===== src/itp_pkg.sv =====
// Shared types, codes and character helpers for the infix-to-postfix converter.
package itp_pkg;

    // Default operator stack depth.
    localparam int STACK_DEPTH_DEF = 16;

    // Result kinds.
    localparam logic [1:0] KIND_CHAR = 2'd0;
    localparam logic [1:0] KIND_DONE = 2'd1;
    localparam logic [1:0] KIND_ERR  = 2'd2;

    // Error codes.
    localparam logic ERR_PAREN    = 1'b0;
    localparam logic ERR_OVERFLOW = 1'b1;

    // Item function codes.
    localparam logic FUNC_CHAR = 1'b0;
    localparam logic FUNC_END  = 1'b1;

    // Characters with a special meaning.
    localparam logic [7:0] CH_CARET  = 8'h5E;
    localparam logic [7:0] CH_STAR   = 8'h2A;
    localparam logic [7:0] CH_SLASH  = 8'h2F;
    localparam logic [7:0] CH_PCT    = 8'h25;
    localparam logic [7:0] CH_PLUS   = 8'h2B;
    localparam logic [7:0] CH_MINUS  = 8'h2D;
    localparam logic [7:0] CH_LPAREN = 8'h28;
    localparam logic [7:0] CH_RPAREN = 8'h29;
    localparam logic [7:0] CH_DIG_LO = 8'h30;
    localparam logic [7:0] CH_DIG_HI = 8'h39;
    localparam logic [7:0] CH_UC_LO  = 8'h41;
    localparam logic [7:0] CH_UC_HI  = 8'h5A;
    localparam logic [7:0] CH_LC_LO  = 8'h61;
    localparam logic [7:0] CH_LC_HI  = 8'h7A;

    // Command from the sequencer to the operator stack.
    typedef struct packed {
        logic       push;
        logic       pop;
        logic       clear;
        logic [7:0] wdata;
    } stk_cmd_t;

    // Operator precedence; every unlisted character ranks lowest.
    function automatic logic [1:0] prec_of(input logic [7:0] c);
        logic [1:0] p;
        p = 2'd0;
        if (c == CH_CARET) begin
            p = 2'd3;
        end
        else if (c == CH_STAR || c == CH_SLASH || c == CH_PCT) begin
            p = 2'd2;
        end
        else if (c == CH_PLUS || c == CH_MINUS) begin
            p = 2'd1;
        end
        return p;
    endfunction

    // Letters and digits pass straight through.
    function automatic logic is_alnum(input logic [7:0] c);
        return (c >= CH_DIG_LO && c <= CH_DIG_HI) ||
               (c >= CH_UC_LO && c <= CH_UC_HI) ||
               (c >= CH_LC_LO && c <= CH_LC_HI);
    endfunction

endpackage


===== src/itp_stack.sv =====
// Operator stack: entry memory, fill count and registered top-of-stack read.
module itp_stack #(
    parameter int STACK_DEPTH = itp_pkg::STACK_DEPTH_DEF
) (
    input  logic                               clk,
    input  logic                               rst_n,
    input  itp_pkg::stk_cmd_t                  cmd,
    output logic [$clog2(STACK_DEPTH+1)-1:0]   count,
    output logic [7:0]                         top_char,
    output logic                               full
);
    import itp_pkg::*;

    localparam int CNT_W = $clog2(STACK_DEPTH + 1);
    localparam int IDX_W = $clog2(STACK_DEPTH);

    logic [7:0]       stack_mem_reg [STACK_DEPTH];
    logic [7:0]       top_reg;
    logic [CNT_W-1:0] count_reg;
    logic [CNT_W-1:0] count_next;
    logic [CNT_W-1:0] top_pos;
    logic [IDX_W-1:0] wr_idx;
    logic [IDX_W-1:0] rd_idx;

    // The top entry sits one below the fill count.
    assign top_pos = count_reg - CNT_W'(1);
    assign rd_idx  = top_pos[IDX_W-1:0];
    assign wr_idx  = count_reg[IDX_W-1:0];

    // Fill count update; a clear wins over push and pop.
    always_comb
    begin
        count_next = count_reg;
        priority if (cmd.clear)
        begin
            count_next = '0;
        end
        else if (cmd.push)
        begin
            count_next = count_reg + CNT_W'(1);
        end
        else if (cmd.pop)
        begin
            count_next = count_reg - CNT_W'(1);
        end
        else
        begin
            count_next = count_reg;
        end
    end

    always_ff @(posedge clk or negedge rst_n)
    begin
        if (!rst_n)
        begin
            count_reg <= '0;
        end
        else
        begin
            count_reg <= count_next;
        end
    end

    // Entry memory: one write port, top entry read every cycle.
    always_ff @(posedge clk)
    begin
        if (cmd.push)
        begin
            stack_mem_reg[wr_idx] <= cmd.wdata;
        end
        top_reg <= stack_mem_reg[rd_idx];
    end

    assign count    = count_reg;
    assign top_char = top_reg;
    assign full     = (count_reg == CNT_W'(STACK_DEPTH));

endmodule


===== src/infix_to_postfix_converter_top.sv =====
// Top level of the infix-to-postfix converter: item sequencer and result registers.
//
// Input channel (in_valid, in_stall, func, ch): one infix character per item, or an
// end-of-expression marker when func is set. in_stall is low only while the block
// waits for a new item, so one item is in work at a time.
// Output channel (out_valid, out_stall, kind, out_char, err_code, last): postfix
// characters, a completion result at the end marker, or an error result. last marks
// the final result of each item.
// Sequence: an accepted item goes from idle through evaluate and flush back to idle.
// Each operator popped from the stack adds a pass through a wait state, in which the
// registered top-of-stack read follows the new count.
// Results pass through a one-entry holding register so the final one can be tagged
// with last, then through the output register.
// A stalled receiver freezes the sequencer once both result registers are full; the
// held result stays on the outputs until taken.
// Reset empties the stack, clears the discard flag and drops any pending result.
// After an error on a character item, characters are dropped until the next end
// marker, which gives no result.
module infix_to_postfix_converter_top #(
    parameter int STACK_DEPTH = itp_pkg::STACK_DEPTH_DEF
) (
    input  logic       clk,
    input  logic       rst_n,
    input  logic       in_valid,
    output logic       in_stall,
    input  logic       func,
    input  logic [7:0] ch,
    output logic       out_valid,
    input  logic       out_stall,
    output logic [1:0] kind,
    output logic [7:0] out_char,
    output logic       err_code,
    output logic       last
);
    import itp_pkg::*;

    localparam int CNT_W = $clog2(STACK_DEPTH + 1);

    localparam logic [1:0] S_IDLE  = 2'd0;
    localparam logic [1:0] S_EVAL  = 2'd1;
    localparam logic [1:0] S_WAIT  = 2'd2;
    localparam logic [1:0] S_FLUSH = 2'd3;

    logic [1:0]       state_reg, state_next;
    logic             func_reg, func_next;
    logic [7:0]       ch_reg, ch_next;
    logic             discard_reg, discard_next;

    logic             pend_valid_reg, pend_valid_next;
    logic [1:0]       pend_kind_reg, pend_kind_next;
    logic [7:0]       pend_char_reg, pend_char_next;
    logic             pend_err_reg, pend_err_next;

    logic             out_valid_reg, out_valid_next;
    logic [1:0]       out_kind_reg;
    logic [7:0]       out_char_reg;
    logic             out_err_reg;
    logic             out_last_reg;
    logic             out_load;
    logic             out_load_last;

    stk_cmd_t         stk_cmd;
    logic [CNT_W-1:0] stk_count;
    logic [7:0]       stk_top;
    logic             stk_full;
    logic             stk_empty;
    logic             top_open;
    logic             top_wins;

    logic             out_free;
    logic             emit_ok;

    logic             act_emit;
    logic [1:0]       act_kind;
    logic [7:0]       act_char;
    logic             act_err;
    logic             act_pop;
    logic             act_push;
    logic             act_clear;
    logic             act_set_disc;
    logic             act_clr_disc;
    logic [1:0]       act_state;

    // Operator stack.
    itp_stack #(
        .STACK_DEPTH(STACK_DEPTH)
    ) u_stack (
        .clk      (clk),
        .rst_n    (rst_n),
        .cmd      (stk_cmd),
        .count    (stk_count),
        .top_char (stk_top),
        .full     (stk_full)
    );

    // Stack status and the precedence compare.
    assign stk_empty = (stk_count == '0);
    assign top_open  = (stk_top == CH_LPAREN);
    assign top_wins  = (prec_of(stk_top) >= prec_of(ch_reg));

    // A new result can enter the holding register when it is empty or can move on.
    assign out_free = !out_valid_reg || !out_stall;
    assign emit_ok  = !pend_valid_reg || out_free;

    // Decision for the current item from its character and the stack top.
    always_comb
    begin
        act_emit     = 1'b0;
        act_kind     = KIND_CHAR;
        act_char     = '0;
        act_err      = ERR_PAREN;
        act_pop      = 1'b0;
        act_push     = 1'b0;
        act_clear    = 1'b0;
        act_set_disc = 1'b0;
        act_clr_disc = 1'b0;
        act_state    = S_FLUSH;
        if (func_reg == FUNC_END)
        begin
            priority if (discard_reg)
            begin
                act_clr_disc = 1'b1;
            end
            else if (!stk_empty && top_open)
            begin
                act_emit  = 1'b1;
                act_kind  = KIND_ERR;
                act_err   = ERR_PAREN;
                act_clear = 1'b1;
            end
            else if (!stk_empty)
            begin
                act_emit  = 1'b1;
                act_char  = stk_top;
                act_pop   = 1'b1;
                act_state = S_WAIT;
            end
            else
            begin
                act_emit = 1'b1;
                act_kind = KIND_DONE;
            end
        end
        else
        begin
            priority if (discard_reg)
            begin
                act_emit = 1'b0;
            end
            else if (is_alnum(ch_reg))
            begin
                act_emit = 1'b1;
                act_char = ch_reg;
            end
            else if (ch_reg == CH_RPAREN)
            begin
                priority if (!stk_empty && !top_open)
                begin
                    act_emit  = 1'b1;
                    act_char  = stk_top;
                    act_pop   = 1'b1;
                    act_state = S_WAIT;
                end
                else if (!stk_empty)
                begin
                    act_pop = 1'b1;
                end
                else
                begin
                    act_emit     = 1'b1;
                    act_kind     = KIND_ERR;
                    act_err      = ERR_PAREN;
                    act_set_disc = 1'b1;
                end
            end
            else if (ch_reg != CH_LPAREN && !stk_empty && !top_open && top_wins)
            begin
                act_emit  = 1'b1;
                act_char  = stk_top;
                act_pop   = 1'b1;
                act_state = S_WAIT;
            end
            else if (stk_full)
            begin
                act_emit     = 1'b1;
                act_kind     = KIND_ERR;
                act_err      = ERR_OVERFLOW;
                act_clear    = 1'b1;
                act_set_disc = 1'b1;
            end
            else
            begin
                act_push = 1'b1;
            end
        end
    end

    // Sequencer: one stack step per pass through the evaluate state.
    always_comb
    begin
        state_next      = state_reg;
        func_next       = func_reg;
        ch_next         = ch_reg;
        discard_next    = discard_reg;
        pend_valid_next = pend_valid_reg;
        pend_kind_next  = pend_kind_reg;
        pend_char_next  = pend_char_reg;
        pend_err_next   = pend_err_reg;
        out_load        = 1'b0;
        out_load_last   = 1'b0;
        stk_cmd         = '0;
        unique case (state_reg)
            S_IDLE:
            begin
                if (in_valid)
                begin
                    func_next  = func;
                    ch_next    = ch;
                    state_next = S_EVAL;
                end
            end
            S_EVAL:
            begin
                if (!act_emit || emit_ok)
                begin
                    stk_cmd.push  = act_push;
                    stk_cmd.pop   = act_pop;
                    stk_cmd.clear = act_clear;
                    stk_cmd.wdata = ch_reg;
                    if (act_set_disc)
                    begin
                        discard_next = 1'b1;
                    end
                    if (act_clr_disc)
                    begin
                        discard_next = 1'b0;
                    end
                    if (act_emit)
                    begin
                        out_load        = pend_valid_reg;
                        pend_valid_next = 1'b1;
                        pend_kind_next  = act_kind;
                        pend_char_next  = act_char;
                        pend_err_next   = (act_kind == KIND_ERR) ? act_err : 1'b0;
                    end
                    state_next = act_state;
                end
            end
            S_WAIT:
            begin
                state_next = S_EVAL;
            end
            S_FLUSH:
            begin
                if (!pend_valid_reg)
                begin
                    state_next = S_IDLE;
                end
                else if (out_free)
                begin
                    out_load        = 1'b1;
                    out_load_last   = 1'b1;
                    pend_valid_next = 1'b0;
                    state_next      = S_IDLE;
                end
            end
            default:
            begin
                state_next = S_IDLE;
            end
        endcase
    end

    // Output register valid: loaded from the holding register, cleared when taken.
    assign out_valid_next = out_load ? 1'b1 : (out_valid_reg && out_stall);

    // Control registers.
    always_ff @(posedge clk or negedge rst_n)
    begin
        if (!rst_n)
        begin
            state_reg      <= S_IDLE;
            discard_reg    <= 1'b0;
            pend_valid_reg <= 1'b0;
            out_valid_reg  <= 1'b0;
        end
        else
        begin
            state_reg      <= state_next;
            discard_reg    <= discard_next;
            pend_valid_reg <= pend_valid_next;
            out_valid_reg  <= out_valid_next;
        end
    end

    // Item and result payload registers.
    always_ff @(posedge clk)
    begin
        func_reg      <= func_next;
        ch_reg        <= ch_next;
        pend_kind_reg <= pend_kind_next;
        pend_char_reg <= pend_char_next;
        pend_err_reg  <= pend_err_next;
        if (out_load)
        begin
            out_kind_reg <= pend_kind_reg;
            out_char_reg <= pend_char_reg;
            out_err_reg  <= pend_err_reg;
            out_last_reg <= out_load_last;
        end
    end

    assign in_stall  = (state_reg != S_IDLE);
    assign out_valid = out_valid_reg;
    assign kind      = out_kind_reg;
    assign out_char  = out_char_reg;
    assign err_code  = out_err_reg;
    assign last      = out_last_reg;

    // A new item is taken only with no result left over from the previous one.
    a_idle_no_pending: assert property (@(posedge clk) disable iff (!rst_n)
        !in_stall |-> !pend_valid_reg)
        else $error("item accepted with a pending result");

    // The stack never holds more entries than its depth.
    a_count_bound: assert property (@(posedge clk) disable iff (!rst_n)
        stk_count <= CNT_W'(STACK_DEPTH))
        else $error("stack count beyond depth");

    // While input is discarded after an error the stack stays empty.
    a_discard_empty: assert property (@(posedge clk) disable iff (!rst_n)
        discard_reg |-> (stk_count == '0))
        else $error("stack not empty while discarding");

    // The read wait state after a pop is always followed by a new evaluation.
    a_wait_eval: assert property (@(posedge clk) disable iff (!rst_n)
        (state_reg == S_WAIT) |=> (state_reg == S_EVAL))
        else $error("read wait not followed by evaluation");

endmodule


===== config.mk =====
export PLATFORM = sky130hd
export DESIGN_NAME = infix_to_postfix_converter_top
export DESIGN_NICKNAME = d
export VERILOG_FILES = /design/src/itp_pkg.sv /design/src/itp_stack.sv /design/src/infix_to_postfix_converter_top.sv
export SDC_FILE = /design/constraint.sdc
export NUM_CORES = 1
export LEC_CHECK = 0
export BUFFER_PORTS_ARGS = -buffer_cell sky130_fd_sc_hd__clkbuf_2
export CORE_ASPECT_RATIO = 1.4
export CORE_MARGIN = 2
export CORE_UTILIZATION = 60
export CTS_CLUSTER_SIZE = 25
export DETAILED_ROUTE_END_ITERATION = 8
export PLACE_DENSITY = 0.85
export SYNTH_ARGS = -nofsm -noshare
export SYNTH_HDL_FRONTEND = slang
export SYNTH_HIERARCHICAL = 1
export SYNTH_SLANG_ARGS = --single-unit

===== constraint.sdc =====
create_clock -name clk -period 6.25 [get_ports clk]
set_clock_uncertainty 0.1 [all_clocks]
set_input_delay 0.9375 -clock clk [delete_from_list [all_inputs] [get_ports clk]]
set_output_delay 0.9375 -clock clk [all_outputs]
set_load 0.01 [all_outputs]

## Word-level counts from Yosys, hierarchy flattened

Memories as Yosys holds them, arrays and structs flattened. A register that Yosys moved wholly into a read port is not among the register bits.
Cells that the tools add are included.

| storage, ports and cells | value |
|---|---|
| flip-flop bits (word level) | 42 |
| memory bits (writable) | 128 |
| logic and storage cells | 185 |
| memories | 1 |

Memories:

| memory | words | bits a word | rd ports | clocked after Yosys merged registers in | write ports | RTL line | text |
|---|---|---|---|---|---|---|---|
| u_stack.stack_mem_reg | 16 | 8 | 1 | 1 | 1 | itp_stack.sv:17 | `logic [7:0] stack_mem_reg [STACK_DEPTH];` |

| cells by class | value |
|---|---|
| $add $sub $neg | 2 |
| magnitude comparators | 7 |
| eq/ne operators | 24 |
| mux-type cells | 98 |
| bitwise operators | 1 |
| reductions and logical operators | 38 |

Operator list:

| kind | count |
|---|---|
| $eq 8x6->1 const B | 12 |
| $mux 8 | 9 |
| $mux 1 | 59 |
| $mux 2 | 22 |
| $mux 11 | 2 |
| $eq 8x7->1 const B | 2 |
| $ge 8x7->1 const B | 2 |
| $le 8x7->1 const B | 2 |
| $mux 5 | 3 |
| $reduce_and 3->1 | 4 |
| $logic_or 1x1->1 | 11 |
| $logic_and 1x1->1 | 9 |
| $ge 8x6->1 const B | 1 |
| $le 8x6->1 const B | 1 |
| $ne 8x6->1 const B | 1 |
| $pmux 2 s4 | 1 |
| $eq 2x2->1 const B | 3 |
| $logic_not 1->1 | 6 |
| $ne 2x2->1 const B | 3 |
| $reduce_bool 2->1 | 3 |
| $add 5x1->5 const B | 1 |
| $eq 5x5->1 const B | 1 |
| $logic_not 5->1 | 1 |
| $sub 5x1->5 const B | 1 |
| 9 further kinds | 10 |

## Depth between registers and ports, before layout

| depth | value |
|---|---|
| depth in word-level cells | 19 |
| mapped depth | 19 |

## Modules after synthesis

Netlist, hierarchy kept.

Modules (own cells, without submodules):

| module | instances | cells an instance | area each (µm²) | sequential area each (µm²) |
|---|---|---|---|---|
| itp_stack | 1 | 275 | 5600.4 | 4129.0 |
| infix_to_postfix_converter_top | 1 | 170 | 1964.4 | 1086.0 |

## Worst setup path before layout

Ideal clock, no wire load.

| timing path | value |
|---|---|
| path type | reg-to-reg |
| from | register ch_reg[4] |
| to | memory u_stack.stack_mem_reg[1][0], enable pin |
| arrival time | 3.692 ns |
| required time | 5.767 ns |
| slack | 2.074 ns |
| cell stages (with the launch flop) | 18 |
| buffers on the path | 3 |
| cell sequence | edfxtp_1 -> buf_6 -> nor4b_4 -> nand2_2 -> nor3b_1 -> a21oi_1 -> nor2b_1 -> ha_1 -> nand2b_1 -> a21oi_1 -> a31oi_1 -> a211o_2 -> a21oi_2 -> buf_4 -> nor3b_2 -> clkbuf_1 -> nand2_1 -> nor3_1 |

RTL lines:

| what | RTL line | text |
|---|---|---|
| from (decl) | infix_to_postfix_converter_top.sv:46 | `logic [7:0] ch_reg, ch_next;` |
| from (signal assigned) | infix_to_postfix_converter_top.sv:300 | `ch_reg <= ch_next;` |
| to (decl) | itp_stack.sv:17 |  |

==> out/metrics.csv <==
metric,value,unit
drt_iter0_drc,372,
h-tree-depth,4,
netlist.area_leader.share,63.5,%
cts_buffers,17,
syn_area,7560,um2
critPathKind,register to register,
cts.clk_slew.worst_paths,0.06,ns
synth_nets,464,
ys_warn_count,6,
hold_violations,0,
ys_types,58,
syn_inst,445,
vias_per_cell,6.53,
largest_reg_flops,128,
worst_setup_path_end_kind,register,
tightest_slew,1.20,ns
drive_gt1_share,18.3,%
crit_path_start_kind,register,
max_freq,198,MHz
clock-sinks,178,
vias,4130,
setup_tns,0,ns
clk_latency,0.42,ns
antenna_found_initial,0,
fin_area,8280,um2
yosys.area.top_type,edfxtp_1,
clk_path_buf_depth,2,
cts_resized,0,
die_area,13500,um2
postCtsSetupBuffers,0,
die_h,137,um
dp_hpwl,9750,um
antenna-diode-count,0,
synth_commonest_cells,"edfxtp_1 (160), nor2_1 (28), a21oi_1 (19), mux4_1 (19), nand2_1 (18)",
cap_violations,0,
ys_seq_elements,178,
routed_wl,14800,um
min_period,5.06,ns
ys.flop_type,edfxtp_1,
wl_per_cell,23.4,um
first_pass_iters,5,
syn_to_final_growth,9.46,%
grt_max_degree,38,
p_leak,0.00283,uW
nets,489,
synth_area_leaders,"edfxtp_1 (64%), mux4_1 (6.6%), mux4_2 (3.9%), dfrtp_1 (3.3%), dfxtp_1 (2.1%)",
slew_violations,0,
cp.arrival,4.99,ns
grt_pass1_wl,22400,um
grt.total_usage,22.9,%
root_buffer,clkbuf_16,
cts_tree,done,
overflow,0,
core,12300,um2
post-route-drc-count,0,
peakVddDrop,248,uV
avgSynthCellArea,17.0,um2
ant_nets,0,
slew_headroom,19.9,%
synthArstFlopShare,5.62,%
status,finished clean,
worstHoldPathType,input pin to async pin,
yosysSeqAreaShare,68.9,%
required,6.19,ns
gp_congestion,0.909,
setup-violations-final,0,
fin_crit_sh,80.9,%
holdBufCountCts,0,
port_buffers,26,
synth.most_common_cell,edfxtp_1,
powerDensity,476,nW/um2
ioPinCount,27,
rsz0062_at_grt,false,
start_util,61.4,%
num_rows,48,
grt_pass1_vias,4063,
die_x,98.9,um
critPathMaxFanout,12,
synth_edf_count,160,
place_area,7740,um2
## layout make-up
| class | instances | area (um2) |
|---|---|---|
| fill | 781 | 4030 |
| timing repair buffer | 28 | 145 |
| sequential | 178 | 5220 |
| tap | 150 | 188 |
| inverter | 11 | 41.3 |
| clock buffer | 18 | 429 |
| clock inverter | 13 | 110 |
| multi-input combinational | 234 | 2150 |
## power by group
group	internal (uW)	switching [uW]
clock	545	422
combinational	526	771
sequential	1550	129
## stage by stage
| step | hold WS [ns] | cells | util (%) | total power [uW] | setup WS, ns |
|---|---|---|---|---|---|
| after global placement | 0.303 | 601 | 62.9 | 2910 | 1.44 |
| after global routing | 0.289 | 632 | 67.3 | 4100 | 0.783 |
| after floorplan | 0.300 | 445 | - | 2640 | 2.07 |
| after detailed placement | 0.305 | 601 | 62.9 | 2970 | 1.25 |
| after CTS | 0.280 | 632 | 67.3 | 3950 | 1.23 |
| final | 0.285 | 632 | 67.3 | 3950 | 1.19 |
## worst max-delay path, stage by stage, from the launching register on
cell and delay, ns:
edfxtp_1 0.52, nor4b_4 0.40, nand2_2 0.15, nor3b_1 0.23
a21oi_1 0.06, nor2b_1 0.12, ha_1 0.23, nand2b_1 0.14
a21oi_1 0.15, a31oi_1 0.11, a211o_2 0.39, a21oi_2 0.32
nor3b_2 0.72, nand2_1 0.15, nor3_1 0.87
## cell families after synthesis
kind of cell | Yosys count | synth area share [%]
multiplexers | 40 | 11.5
buffers and inverters | 33 | 2.63
AND/OR/NAND/NOR | 118 | 9.01
AO/OA/AOI/OAI | 63 | 5.89
adder cells (fa/ha/maj) | 6 | 0.992
XOR/XNOR | 7 | 1.01
flip-flops | 178 | 68.9
## layout by cell type (no fill, tap or decap), types with 3 or more instances in the layout
master	count
dfxtp_1	8
nand3_1	10
mux2i_1	8
xnor2_1	4
clkinv_1	3
nand2_1	18
nor3b_1	5
o31ai_1	3
a22o_1	7
edfxtp_1	160
inv_6	3
mux4_2	13
dfrtp_1	9
nor2b_1	12
a211oi_1	10
and3_1	8
ha_1	6
o21ai_0	8
a21oi_1	19
nand2b_1	3
inv_1	9
clkbuf_2	26
nor3_1	7
mux4_1	19
clkbuf_16	17
nor2_1	28
and2_1	11
## final timing paths
| path | startpoint | end | slack [ns] | cells past startpoint |
|---|---|---|---|---|
| worst max-delay path | ch_reg[4]$_DFFE_PP_ | u_stack/stack_mem_reg[1][0]$_DFFE_PP_ | 1.19 | 14 |
| worst min-delay path | rst_n | state_reg[0]$_DFFE_PN0P_ | 0.28 | 1 |
| worst max register to register | ch_reg[4]$_DFFE_PP_ | u_stack/stack_mem_reg[1][0]$_DFFE_PP_ | 1.19 | 14 |
| worst min register to register | pend_char_reg[2]$_DFFE_PP_ | out_char[2]$_DFFE_PP_ | 0.31 | 0 |
| max in group asynchronous | rst_n | u_stack/count[0]$_DFFE_PN0P_ | 5.52 | 1 |
| min in group clk | pend_char_reg[2]$_DFFE_PP_ | out_char[2]$_DFFE_PP_ | 0.31 | 0 |
## layer usage
layer	GRT usage (%)	vias up	routed length (um)
li1	-	1817	-
met1	26.2	2073	5430
met2	40.4	189	7900
met3	5.36	51	839
met4	10.8	0	610
met5	0	-	0
(Power assumes the default switching activity.)
